$ cat config.mk
export PLATFORM = sky130hd
export DESIGN_NAME = pfa_vertex
export DESIGN_NICKNAME = d
export VERILOG_FILES = /design/src/design/pfa_pkg.sv /design/src/design/pfa_vertex.sv
export SDC_FILE = /design/constraint.sdc
export NUM_CORES = 1
export LEC_CHECK = 0
export BUFFER_PORTS_ARGS = -buffer_cell sky130_fd_sc_hd__buf_2
export CAP_MARGIN = 20
export CELL_PAD_IN_SITES_DETAIL_PLACEMENT = 0
export CELL_PAD_IN_SITES_GLOBAL_PLACEMENT = 1
export CORE_UTILIZATION = 43
export CTS_BUF_LIST = sky130_fd_sc_hd__clkbuf_2 sky130_fd_sc_hd__clkbuf_4 sky130_fd_sc_hd__clkbuf_8
export CTS_CLUSTER_SIZE = 24
export DETAILED_ROUTE_END_ITERATION = 7
export PLACE_DENSITY = 0.91
export SKIP_CTS_REPAIR_TIMING = 1
export SLEW_MARGIN = 0
export SYNTH_ARGS = -nofsm -noshare
export SYNTH_HDL_FRONTEND = slang
export SYNTH_SLANG_ARGS = --single-unit
$ cat constraint.sdc
create_clock -name aclk -period 5.5 [get_ports aclk]
set_clock_uncertainty 0.1 [all_clocks]
set_input_delay 0.825 -clock aclk [delete_from_list [all_inputs] [get_ports aclk]]
set_output_delay 0.825 -clock aclk [all_outputs]
set_load 0.01 [all_outputs]
$ cat src/design/pfa_pkg.sv
// shared types for the polygon footprint area pipeline
`default_nettype none

package pfa_pkg;

    // per-vertex control flags that travel with each item
    typedef struct packed {
        logic first_vertex;
        logic ring_end;
        logic record_end;
    } flags_t;

    // record status handed from the totals stage to the result stage
    typedef struct packed {
        logic ref_negative;
        logic nonzero;
        logic overflow;
    } rec_status_t;

endpackage

`default_nettype wire

$ cat src/design/pfa_vertex.sv
// input register and ring start/previous vertex tracking
`default_nettype none

module pfa_vertex #(
    parameter int COORD_BITS = 24
) (
    input  wire                          aclk,
    input  wire                          aresetn,
    input  wire                          in_valid,
    output logic                         in_ready,
    input  wire  signed [COORD_BITS-1:0] in_x,
    input  wire  signed [COORD_BITS-1:0] in_y,
    input  wire                          in_ring_end,
    input  wire                          in_record_end,
    output logic                         out_valid,
    input  wire                          out_ready,
    output logic signed [COORD_BITS-1:0] out_x,
    output logic signed [COORD_BITS-1:0] out_y,
    output logic signed [COORD_BITS-1:0] out_px,
    output logic signed [COORD_BITS-1:0] out_py,
    output logic signed [COORD_BITS-1:0] out_fx,
    output logic signed [COORD_BITS-1:0] out_fy,
    output pfa_pkg::flags_t              out_flags
);

    logic                         vld_reg, vld_next;
    logic                         start_pending_reg, start_pending_next;
    logic signed [COORD_BITS-1:0] first_x_reg, first_y_reg;
    logic signed [COORD_BITS-1:0] prev_x_reg, prev_y_reg;
    logic signed [COORD_BITS-1:0] x_reg, y_reg, px_reg, py_reg, fx_reg, fy_reg;
    pfa_pkg::flags_t              flags_reg, flags_next;
    logic signed [COORD_BITS-1:0] fx_sel, fy_sel;
    logic                         accept;

    assign in_ready = !vld_reg || out_ready;
    assign accept   = in_valid && in_ready;

    // first vertex of a ring is the one that arrives while a start is pending
    always_comb begin
        fx_sel = start_pending_reg ? in_x : first_x_reg;
        fy_sel = start_pending_reg ? in_y : first_y_reg;
        flags_next.first_vertex = start_pending_reg;
        flags_next.ring_end     = in_ring_end || in_record_end;
        flags_next.record_end   = in_record_end;
    end

    // control next state
    always_comb begin
        vld_next           = vld_reg;
        start_pending_next = start_pending_reg;
        if (accept) begin
            vld_next           = 1'b1;
            start_pending_next = flags_next.ring_end;
        end else if (out_ready) begin
            vld_next = 1'b0;
        end
    end

    always_ff @(posedge aclk) begin
        if (!aresetn) begin
            vld_reg           <= 1'b0;
            start_pending_reg <= 1'b1;
        end else begin
            vld_reg           <= vld_next;
            start_pending_reg <= start_pending_next;
        end
    end

    // vertex history and stage payload
    always_ff @(posedge aclk) begin
        if (accept) begin
            first_x_reg <= fx_sel;
            first_y_reg <= fy_sel;
            prev_x_reg  <= in_x;
            prev_y_reg  <= in_y;
            x_reg       <= in_x;
            y_reg       <= in_y;
            px_reg      <= prev_x_reg;
            py_reg      <= prev_y_reg;
            fx_reg      <= fx_sel;
            fy_reg      <= fy_sel;
            flags_reg   <= flags_next;
        end
    end

    assign out_valid = vld_reg;
    assign out_x     = x_reg;
    assign out_y     = y_reg;
    assign out_px    = px_reg;
    assign out_py    = py_reg;
    assign out_fx    = fx_reg;
    assign out_fy    = fy_reg;
    assign out_flags = flags_reg;

endmodule

`default_nettype wire

# Word level (Yosys, flattened, before mapping)
# Cells that the tools add are included.
dict set report word_totals {
  regBits 149
  latchBits 0
  ram_bits 0
  mem_bits_ro 0
  inputBits 54
  output_inout_bits 149
  elab_cells 21
  n_memories 0
}
dict set report classes {
  addsub 0
  n_mul 0
  div 0
  order_cmp 0
  n_eq_ne 0
  shifts 0
  muxes 4
  bitwise_logic 0
  reduce_logical 6
}
# operator n
set op_table {}
lappend op_table {{$mux W24} 2}
lappend op_table {{$logic_or A1 B1 Y1} 2}
lappend op_table {{$mux W1} 2}
lappend op_table {{$reduce_and A2 Y1} 1}
lappend op_table {{$reduce_bool A2 Y1} 1}
lappend op_table {{$logic_and A1 B1 Y1} 1}
lappend op_table {{$logic_not A1 Y1} 1}

# Logic depth before layout (Yosys ltp)
# Gate-level depths: netlist of run 1.
dict set report logic_depth {
  word_depth 4
  ltp_mapped 3
  mapped_depth_nobuf 3
}

# Worst setup path before layout of run 1
# Ideal clock, no wire load.
dict set report synth_timing {
  kind {input to register}
  from {in out_ready}
  to {reg flags_reg (netlist bit out_flags[0]) (enable)}
  setup_time_ns 0.469
  arrival_time_ns 3.273
  required_time_ns 4.931
  slack_ns 1.658
  cell_stages 2
  cell_sequence {nand2b_4 and2_1}
}
dict set report synth_via {
  elab_chain_len 2
}
# item line_no
set synth_rtl {}
lappend synth_rtl {{start, declared} pfa_vertex.sv:16} ;# input wire out_ready,
lappend synth_rtl {{$logic_or A1 B1 Y1} pfa_vertex.sv:35} ;# assign in_ready = !vld_reg || out_ready;
lappend synth_rtl {{$logic_and A1 B1 Y1} pfa_vertex.sv:36} ;# assign accept = in_valid && in_ready;
lappend synth_rtl {{net accept} pfa_vertex.sv:33} ;# logic accept;
lappend synth_rtl {{end signal, assigned} pfa_vertex.sv:82} ;# flags_reg <= flags_next;
lappend synth_rtl {{end, declared} pfa_vertex.sv:31} ;# pfa_pkg::flags_t flags_reg, flags_next;
# The timed path passes the listed nets, and every way through them passes these cells.
# A chain may end at the register's enable or synchronous reset.

# Worst setup path after layout of run 1
dict set report layout_timing {
  from {in out_ready}
  to {reg px_reg[4], in the netlist out_px[4] (enable)}
}
dict set report layout_via {
  elab_chain_len 2
}
# item line_no
set layout_rtl {}
lappend layout_rtl {{$logic_or A1 B1 Y1} pfa_vertex.sv:35}
lappend layout_rtl {{$logic_and A1 B1 Y1} pfa_vertex.sv:36}
lappend layout_rtl {{net accept} pfa_vertex.sv:33}
lappend layout_rtl {{end signal, assigned} pfa_vertex.sv:78} ;# px_reg <= prev_x_reg;
lappend layout_rtl {{end, declared} pfa_vertex.sv:30} ;# logic signed [COORD_BITS-1:0] x_reg, y_reg, px_reg, py_reg, fx_reg, fy_reg;
# The timed path passes the listed nets, and every way through them passes these cells.

==> results of run 1 <==
stage by stage:
step	util [%]	total power, W	cells	setup WS, ns	area [um^2]
6_report	59.3	0.00228	529	3.14	6100
5_1_grt	59.3	0.00236	529	3.05	6100
4_1_cts	59.1	0.00230	528	3.18	6080
3_5_place_dp	55.6	0.00154	497	2.70	5720
3_3_place_gp	55.6	0.00153	497	2.78	5720
2_1_floorplan	-	0.00144	158	1.66	4520
worst max path at each step:
stage	to	cells after the start
after floorplan	out_flags[0]	2
after global placement	out_x[13]	4
after detailed placement	out_x[13]	4
after CTS	out_px[4]	4
after global routing	out_x[0]	4
final	out_px[4]	4
where the power goes:
| part | total, W | internal [W] | leakage [nW] | switching (W) |
|---|---|---|---|---|
| registers | 0.00135 | 0.00133 | 1.43 | 0.0000206 |
| logic | 0.000158 | 0.0000601 | 0.840 | 0.0000979 |
| clock network | 0.000767 | 0.000402 | 0.182 | 0.000365 |
Yosys cell counts:
cell | instances | area (um^2)
and2_1 | 1 | 6.26
a21boi_0 | 1 | 7.51
dfxtp_1 | 2 | 40.0
edfxtp_1 | 147 | 4410
inv_1 | 1 | 3.75
a21oi_1 | 1 | 5.00
o21ai_1 | 1 | 5.00
and3_1 | 1 | 6.26
or2_4 | 1 | 8.76
nor3b_2 | 1 | 12.5
nand2b_4 | 1 | 13.8
area by class of cell:
type	instances	area share, %
inverters	1	0.0616
clock buffers	19	4.08
multi-input cells	8	1.13
well taps	136	2.79
flip-flops and latches	149	73.0
repair buffers	204	17.0
clock inverters	12	1.87
kinds of logic (layout without fill, tap and decap cells):
logic type	after synthesis	after routing	synth area share (%)
and+or+nand+nor	5	5	1.05
DFF	149	149	98.5
AOI/OAI and AO/OA	3	3	0.387
buffers and inverters	1	236	0.0829
worst max-delay path, cell delays in order:
cell and delay, ns:
buf_2 0.09, nand2b_4 0.14, and2_4 0.52, buf_4 0.67
per-layer routing:
layer | share of wire [%] | global-route usage [%] | up-vias
li1 | - | - | 1089
met1 | 39 | 17.3 | 1133
met2 | 50 | 24.2 | 134
met3 | 8.6 | 7.42 | 12
met4 | 1.5 | 7.76 | 0
met5 | 0 | 0 | -
==> metrics.md, run 1 <==
| Metric | Value |
|---|---|
| Arrival time at the worst endpoint | 2.31 ns |
| Reg2reg end | out_px[4] |
| Net count, final | 435 |
| Tot GR Track Use | 15.3% |
| Leakage | 2.46 nW |
| Total number of vias | 2,368 |
| Die ar. | 0.0109 mm^2 |
| Critical Path Source Type | primary input |
| Mapped Cells | 158 |
| CP startpoint | out_ready |
| Status | finished, final reports clean |
| RSZ-0062 raised after global routing | no |
| Worst reg2reg path depth | 3 |
| Seq/Total Area, Yosys | 98.5% |
| Clock buffer depth | 2 |
| Initial antenna violation count | 0 |
| Die Y | 105 um |
| Num CTS Buffers | 17 |
| CTS tree | built |
| CP required | 5.45 ns |
| PortBufs | 202 |
| Slew Viols, Final | 0 |
| Critical path class | primary input to flip-flop |
| Io pins | 203 |
| Vias in the first global route | 2,366 |
| RR Startpoint | out_valid |
| Syn Area/Cell | 28.6 um^2 |
| Vias/cell | 4.48 |
| FF/Latch Area | 0.00445 mm^2 |
| Number of max-cap violations | 0 |
| Most common cell after layout, fill and taps aside | buf_2 |
| FILL cells | 799 |
| Area grow syn2layout | 34.8% |
| RD Place Congestion | 0.726 |
| Syn Nets | 212 |
| Starting Density | 44.0% |
| Yosys reg bits | 149 |
| Pwr dens | 373 mW/mm^2 |
| Worst reg-to-reg setup slack | 3.33 ns |
| Worst-path clk slew | 0.07 ns |
| Layout cells sized above 1 | 60.1% |
| Clock sinks | 149 |
| Crit path max fanout | 56 |
| Post-Synthesis Cell Area | 0.00452 mm^2 |
| Total wire length after detailed routing | 8.15 mm |
| Worst Min Path Start | out_x[21] |
| Post-DP HPWL | 5.57 mm |
| First-pass iteration count of the detailed router | 4 |
| Ratio of final minimum period to clock period | 42.9% |
| Worst slew pin tran | 0.694 ns |
| Chip width | 105 um |
| Cell chosen for the clock root | clkbuf_8 |
| Final setup fails | 0 |
| Worst slew margin | 53.8% |
| Detailed-route DRC error count | 0 |
| Most frequent cells in the layout | buf_2, edfxtp_1, clkbuf_8, clkinv_1, clkinv_2 |
| Endpoint, Worst Hold | out_px[21] |
| VDD IR max | 0.190 mV |
| CP endpoint kind | flip-flop |
| H-tree Lvls | 4 |
| Unique masters post-synth | 11 |
| Worst hold path depth | 0 |
| Endpoints failing hold | 0 |
| Min Hold Slack | 0.347 ns |
| Final worst path period need | 2.36 ns |
| Antenna Nets Post-Route | 0 |
| Largest net degree at the start of global routing | 57 |
| Tightest Hold Check Type | flip-flop to flip-flop |
| First-pass GRT wire length | 12.0 mm |
| Final setup TNS | 0 ns |
| GR Overflow Total | 0 |
| Worst-Skew Late Latency | 0.42 ns |
| Yosys warns | 0 |
| Row cnt | 37 |
| Iteration-0 DRC count of the detailed router | 79 |
| Multi-input logic area | 68.8 um^2 |
| ANT cells | 0 |
| WL/cell | 15.4 um |
| Fmax | 0.424 GHz |
| Core area | 0.0103 mm^2 |
No activity file was read; power rests on OpenSTA's default activity.
==> run 2, diff against run 1 <==
--- a/config.mk
+++ b/config.mk
@@ -9,11 +9,11 @@
 export CAP_MARGIN = 20
 export CELL_PAD_IN_SITES_DETAIL_PLACEMENT = 0
 export CELL_PAD_IN_SITES_GLOBAL_PLACEMENT = 1
-export CORE_UTILIZATION = 43
+export CORE_UTILIZATION = 36
 export CTS_BUF_LIST = sky130_fd_sc_hd__clkbuf_2 sky130_fd_sc_hd__clkbuf_4 sky130_fd_sc_hd__clkbuf_8
 export CTS_CLUSTER_SIZE = 24
 export DETAILED_ROUTE_END_ITERATION = 7
-export PLACE_DENSITY = 0.91
+export PLACE_DENSITY = 0.81
 export SKIP_CTS_REPAIR_TIMING = 1
 export SLEW_MARGIN = 0
 export SYNTH_ARGS = -nofsm -noshare
==> constraint.sdc (replaced) <==
create_clock -name aclk -period 1.9 [get_ports aclk]
set_clock_uncertainty 0.1 [all_clocks]
set_input_delay 0.285 -clock aclk [delete_from_list [all_inputs] [get_ports aclk]]
set_output_delay 0.285 -clock aclk [all_outputs]
set_load 0.01 [all_outputs]
==> metrics.md, run 2 (same netlist as run 1, synthesis figures left out) <==
| Metric | Value |
|---|---|
| Die ar. | 0.0130 mm^2 |
| Leakage | 2.70 nW |
| Worst-Skew Late Latency | 0.44 ns |
| ANT cells | 0 |
| GR Overflow Total | 0 |
| Layout cells sized above 1 | 53.1% |
| Final worst path period need | 1.42 ns |
| Worst reg-to-reg setup slack | 0.48 ns |
| Slew Viols, Final | 0 |
| CP startpoint | out_valid |
| H-tree Lvls | 4 |
| Starting Density | 37.3% |
| Pwr dens | 1040 mW/mm^2 |
| Final setup TNS | 0 ns |
| Arrival time at the worst endpoint | 1.43 ns |
| CP required | 1.91 ns |
| Iteration-0 DRC count of the detailed router | 114 |
| Cell chosen for the clock root | clkbuf_8 |
| Clock buffer depth | 2 |
| Worst slew margin | 78.2% |
| Total number of vias | 2,573 |
| Detailed-route DRC error count | 0 |
| RSZ-0062 raised after global routing | no |
| Endpoints failing hold | 0 |
| Tot GR Track Use | 13.4% |
| Slowest library cell on the worst path | dfxtp_1 |
| Worst Min Path Start | in_ring_end |
| First-pass GRT wire length | 12.3 mm |
| Number of max-cap violations | 0 |
| Fmax | 0.702 GHz |
| Crit-path max cell delay | 0.34 ns |
| Critical path class | flip-flop to flip-flop |
| Post-DP Area | 0.00582 mm^2 |
| RD Place Congestion | 0.698 |
| FILL cells | 988 |
| PortBufs | 202 |
| Clock sinks | 149 |
| Core area | 0.0121 mm^2 |
| Tightest Hold Check Type | primary input to flip-flop |
| Total wire length after detailed routing | 9.29 mm |
| Critical Path Source Type | flip-flop |
| Final Cell Area | 0.00673 mm^2 |
| Net count, final | 487 |
| VDD IR max | 0.480 mV |
| Initial antenna violation count | 0 |
| Most frequent cells in the layout | buf_2, edfxtp_1, dlygate4sd3_1, clkbuf_8, clkinv_1 |
| Area grow syn2layout | 48.7% |
| Crit path max fanout | 24 |
| Status | finished, final reports clean |
| Die Y | 114 um |
| Most common cell after layout, fill and taps aside | buf_2 |
| Largest net degree at the start of global routing | 52 |
| Num CTS Buffers | 17 |
| Ratio of final minimum period to clock period | 75.0% |
| Io pins | 203 |
| Chip width | 114 um |
| CTS tree | built |
| WL/cell | 15.1 um |
| Vias in the first global route | 2,364 |
| Final setup fails | 0 |
| Crit-path cells | nand2b_4 -> and3_2 -> buf_4 |
| Row cnt | 40 |
| Antenna Nets Post-Route | 0 |
| Total power draw | 0.00698 W |
| Post-DP HPWL | 6.11 mm |
| CP endpoint kind | flip-flop |
| Vias/cell | 4.19 |
| First-pass iteration count of the detailed router | 4 |
| Worst slew pin tran | 0.328 ns |
| Worst-path clk slew | 0.08 ns |
| RR Startpoint | out_valid |
## run 2: area by class of cell
cell class / count / area, um^2 / share of cell area, %
flip-flops and latches: 149 / 4450 / 66.2
well taps: 168 / 210 / 3.12
inverters: 1 / 3.75 / 0.0558
repair buffers: 256 / 1580 / 23.5
clock buffers: 19 / 249 / 3.70
clock inverters: 13 / 163 / 2.42
multi-input cells: 8 / 68.8 / 1.02
## run 2: final timing paths
kind,end,depth (start not counted)
max,out_fy[16],3
min,out_flags[1],2
max reg2reg,out_fy[16],3
min reg2reg,out_px[15],0
## run 2: routing by layer
layer / GRT usage [%] / share of wire (%)
met3: 7.09 / 9.1
met2: 20.6 / 50
met1: 14.9 / 39
met4: 8.05 / 2.0
met5: 0 / 0
## run 2: through the flow
stage	instances	hold slack (ns)	utilization, %	setup slack, ns
4_1_cts	564	-0.112	51.4	0.435
3_3_place_gp	532	0.330	48.0	0.411
6_report	614	0.0388	55.5	0.475
2_1_floorplan	158	0.265	-	0.173
3_5_place_dp	532	0.328	48.0	0.401
5_1_grt	614	0.0135	55.5	0.405
## run 2: where the power goes
part / leakage, nW / internal (W) / switching (W) / total [W]
logic: 1.07 / 0.000253 / 0.000305 / 0.000558
clock network: 0.202 / 0.00143 / 0.00108 / 0.00250
registers: 1.43 / 0.00385 / 0.0000629 / 0.00391
total: 2.70 / 0.00553 / 0.00144 / 0.00698
## run 2: critical path, delay by kind of cell (launching register included)
kind                   cells  cell delay [ns]
buffers and inverters      1             0.32
AND/OR/NAND/NOR            2             0.32
flip-flops                 1             0.34
==> run 3, diff against run 2 <==
--- a/config.mk
+++ b/config.mk
@@ -5,6 +5,7 @@
 export SDC_FILE = /design/constraint.sdc
 export NUM_CORES = 1
 export LEC_CHECK = 0
+export ABC_AREA = 1
 export BUFFER_PORTS_ARGS = -buffer_cell sky130_fd_sc_hd__buf_2
 export CAP_MARGIN = 20
 export CELL_PAD_IN_SITES_DETAIL_PLACEMENT = 0
==> constraint.sdc (replaced) <==
create_clock -name aclk -period 1.2 [get_ports aclk]
set_clock_uncertainty 0.1 [all_clocks]
set_input_delay 0.18 -clock aclk [delete_from_list [all_inputs] [get_ports aclk]]
set_output_delay 0.18 -clock aclk [all_outputs]
set_load 0.01 [all_outputs]
==> metrics.md, run 3 <==
| Metric | Value |
|---|---|
| Status | finished with violations |
| Failing checks | negative setup slack |
| Setup ws final | -0.201 ns |
| Endpoints failing hold | 0 |
| Worst slew pin tran | 0.198 ns |
| RR Startpoint | out_valid |
| CP endpoint kind | flip-flop |
| H-tree Lvls | 4 |
| Antenna Nets Post-Route | 0 |
| Total wire length after detailed routing | 10.5 mm |
| Post-DP HPWL | 6.37 mm |
| WL/cell | 16.1 um |
| Most common cell after layout, fill and taps aside | buf_2 |
| Die ar. | 0.0130 mm^2 |
| Post-synthesis simple-gate area fraction | 1.08% |
| PortBufs | 202 |
| Min Hold Slack | 0.0252 ns |
| Worst-path clk slew | 0.08 ns |
| CP required | 1.25 ns |
| Commonest cells post-synth | edfxtp_1, inv_1 |
| Ys flop type | edfxtp_1 |
| Endpoint, Worst Hold | out_valid |
| ANT cells | 0 |
| Total number of vias | 2,755 |
| Worst reg-to-reg setup slack | -0.20 ns |
| Synth Area in Compound Gates | 0.248% |
| Vias/cell | 4.21 |
| Tightest Hold Check Type | primary input to flip-flop |
| Syn Nets | 216 |
| Critical path class | flip-flop to flip-flop |
| Post-DP Area | 0.00590 mm^2 |
| Io pins | 203 |
| Post-synth top area cell | edfxtp_1 |
| Most common cell in the netlist | edfxtp_1 |
| Tot GR Track Use | 13.7% |
| Clock buffer depth | 2 |
| Seq/Total Area, Yosys | 98.3% |
| Worst reg2reg path depth | 5 |
| Syn Area/Cell | 28.0 um^2 |
| Number of max-cap violations | 0 |
| Iteration-0 DRC count of the detailed router | 175 |
| First-pass iteration count of the detailed router | 4 |
| Net count, final | 527 |
| Worst hold path depth | 5 |
| Vias in the first global route | 2,373 |
| Post-Synthesis Cell Area | 0.00453 mm^2 |
| RD Place Congestion | 0.729 |
| Final setup fails | 265 |
| GR Overflow Total | 0 |
| Pwr dens | 1520 mW/mm^2 |
| Area grow syn2layout | 59.8% |
| Final worst path period need | 1.40 ns |
| Core area | 0.0122 mm^2 |
| Yosys warns | 0 |
| Critical Path Source Type | flip-flop |
| Async S/R FF share, synth | 0% |
| Clock sinks | 149 |
| Pre-CTS setup slack | -0.0769 ns |
| Mux contribution to synthesized area | 0% |
| Num CTS Buffers | 17 |
| Xor/xnor share of the synthesized area | 0% |
| Top post-synthesis cells by area | edfxtp_1, dfxtp_1, nand2_4 |
| First-pass GRT wire length | 12.5 mm |
| Starting Density | 37.3% |
| Number of flops mapped to enable cells by yosys | 147 |
| Mapped Cells | 162 |
| Largest family of logic cells by synthesized area | simple AND/OR/NAND/NOR gates |
| Die Y | 114 um |
| Arrival time at the worst endpoint | 1.45 ns |
| Detailed-route DRC error count | 0 |
| Crit path max fanout | 9 |
| Reg2reg end | out_fx[22] |
| Adder-cell share of the synthesized area | 0% |
| Initial antenna violation count | 0 |
| FILL cells | 920 |
| Layout cells sized above 1 | 57.4% |
| Leakage | 2.97 nW |
| Layout Cells excl Fill | 654 |
| Fmax | 0.714 GHz |
| Core Util, Final | 59.6% |
| Worst-Skew Late Latency | 0.44 ns |
| CTS tree | built |
| Final Cell Area | 0.00725 mm^2 |
| Chip width | 114 um |
| Most frequent cells in the layout | buf_2, edfxtp_1, dlygate4sd3_1, clkbuf_8, buf_4 |
| Ratio of final minimum period to clock period | 117% |
| Placed Cells | 542 |
| Worst Min Path Start | out_ready |
| Unique masters post-synth | 10 |
| VDD IR max | 0.890 mV |
| Cell chosen for the clock root | clkbuf_8 |
| Yosys reg bits | 149 |
| Worst slew margin | 86.8% |
| Largest net degree at the start of global routing | 37 |
| Row cnt | 40 |
| Slew Viols, Final | 0 |
| Post-synth top area share | 97.4% |
| RSZ-0062 raised after global routing | yes |
## run 3: worst max-delay path by stage
stage                     startpoint         end  slack, ns  cells past startpoint
after floorplan            out_valid   out_fx[0]      -0.56                      3
after global placement     out_ready  out_fx[10]      -0.05                      6
after detailed placement   out_valid  out_fx[13]      -0.08                      4
after CTS                  out_valid    in_ready      -0.24                      3
after global routing       out_valid  out_fx[22]      -0.23                      5
final                      out_valid  out_fx[22]      -0.20                      5
## run 3: cell type report
class	instances	area, um^2	area share, %
Clock buffer	18	241	3.33
Clock inverter	14	138	1.90
Inverter	5	31.3	0.432
Multi-Input combinational cell	8	65.1	0.898
Sequential cell	149	4460	61.5
Tap cell	168	210	2.90
Timing Repair Buffer	291	2090	28.8
Timing Repair inverter	1	16.3	0.224
## run 3: worst max-delay path, stage by stage (launching register included)
cell       delay, ns
dfxtp_4         0.36
nand2_4         0.07
nand2_4         0.12
nor2_4          0.12
buf_12          0.17
clkbuf_16       0.17
## run 3: logic make-up (layout without fill, tap and decap cells)
logic type	Yosys count	after routing
buffers and inverters	5	329
and+or+nand+nor	7	7
DFF	149	149
AOI/OAI and AO/OA	1	1
## run 3: per-stage QoR
stage / total power [W] / TNS [ns]
floorplan: 0.00662 / -71.96
global placement: 0.00715 / -2.06
detailed placement: 0.00717 / -3.81
CTS: 0.0108 / -17.36
global route: 0.0114 / -29.56
finish: 0.0110 / -15.40
## run 3: routing by layer
layer	track usage, %	routed length (um)	share of wire, %	vias to the layer above
met4	6.06	210	2.0	0
met3	8.47	878	8.4	16
met2	20.8	5080	48	145
met5	0	0	0	-
met1	15.5	4340	41	1318
li1	-	-	-	1276
## run 3: report_power, final
part / total [W] / switching, W / internal (W)
Combinational: 0.00120 / 0.000585 / 0.000613
Clock: 0.00364 / 0.00179 / 0.00184
Sequential: 0.00621 / 0.000104 / 0.00611
Total: 0.0110 / 0.00248 / 0.00856
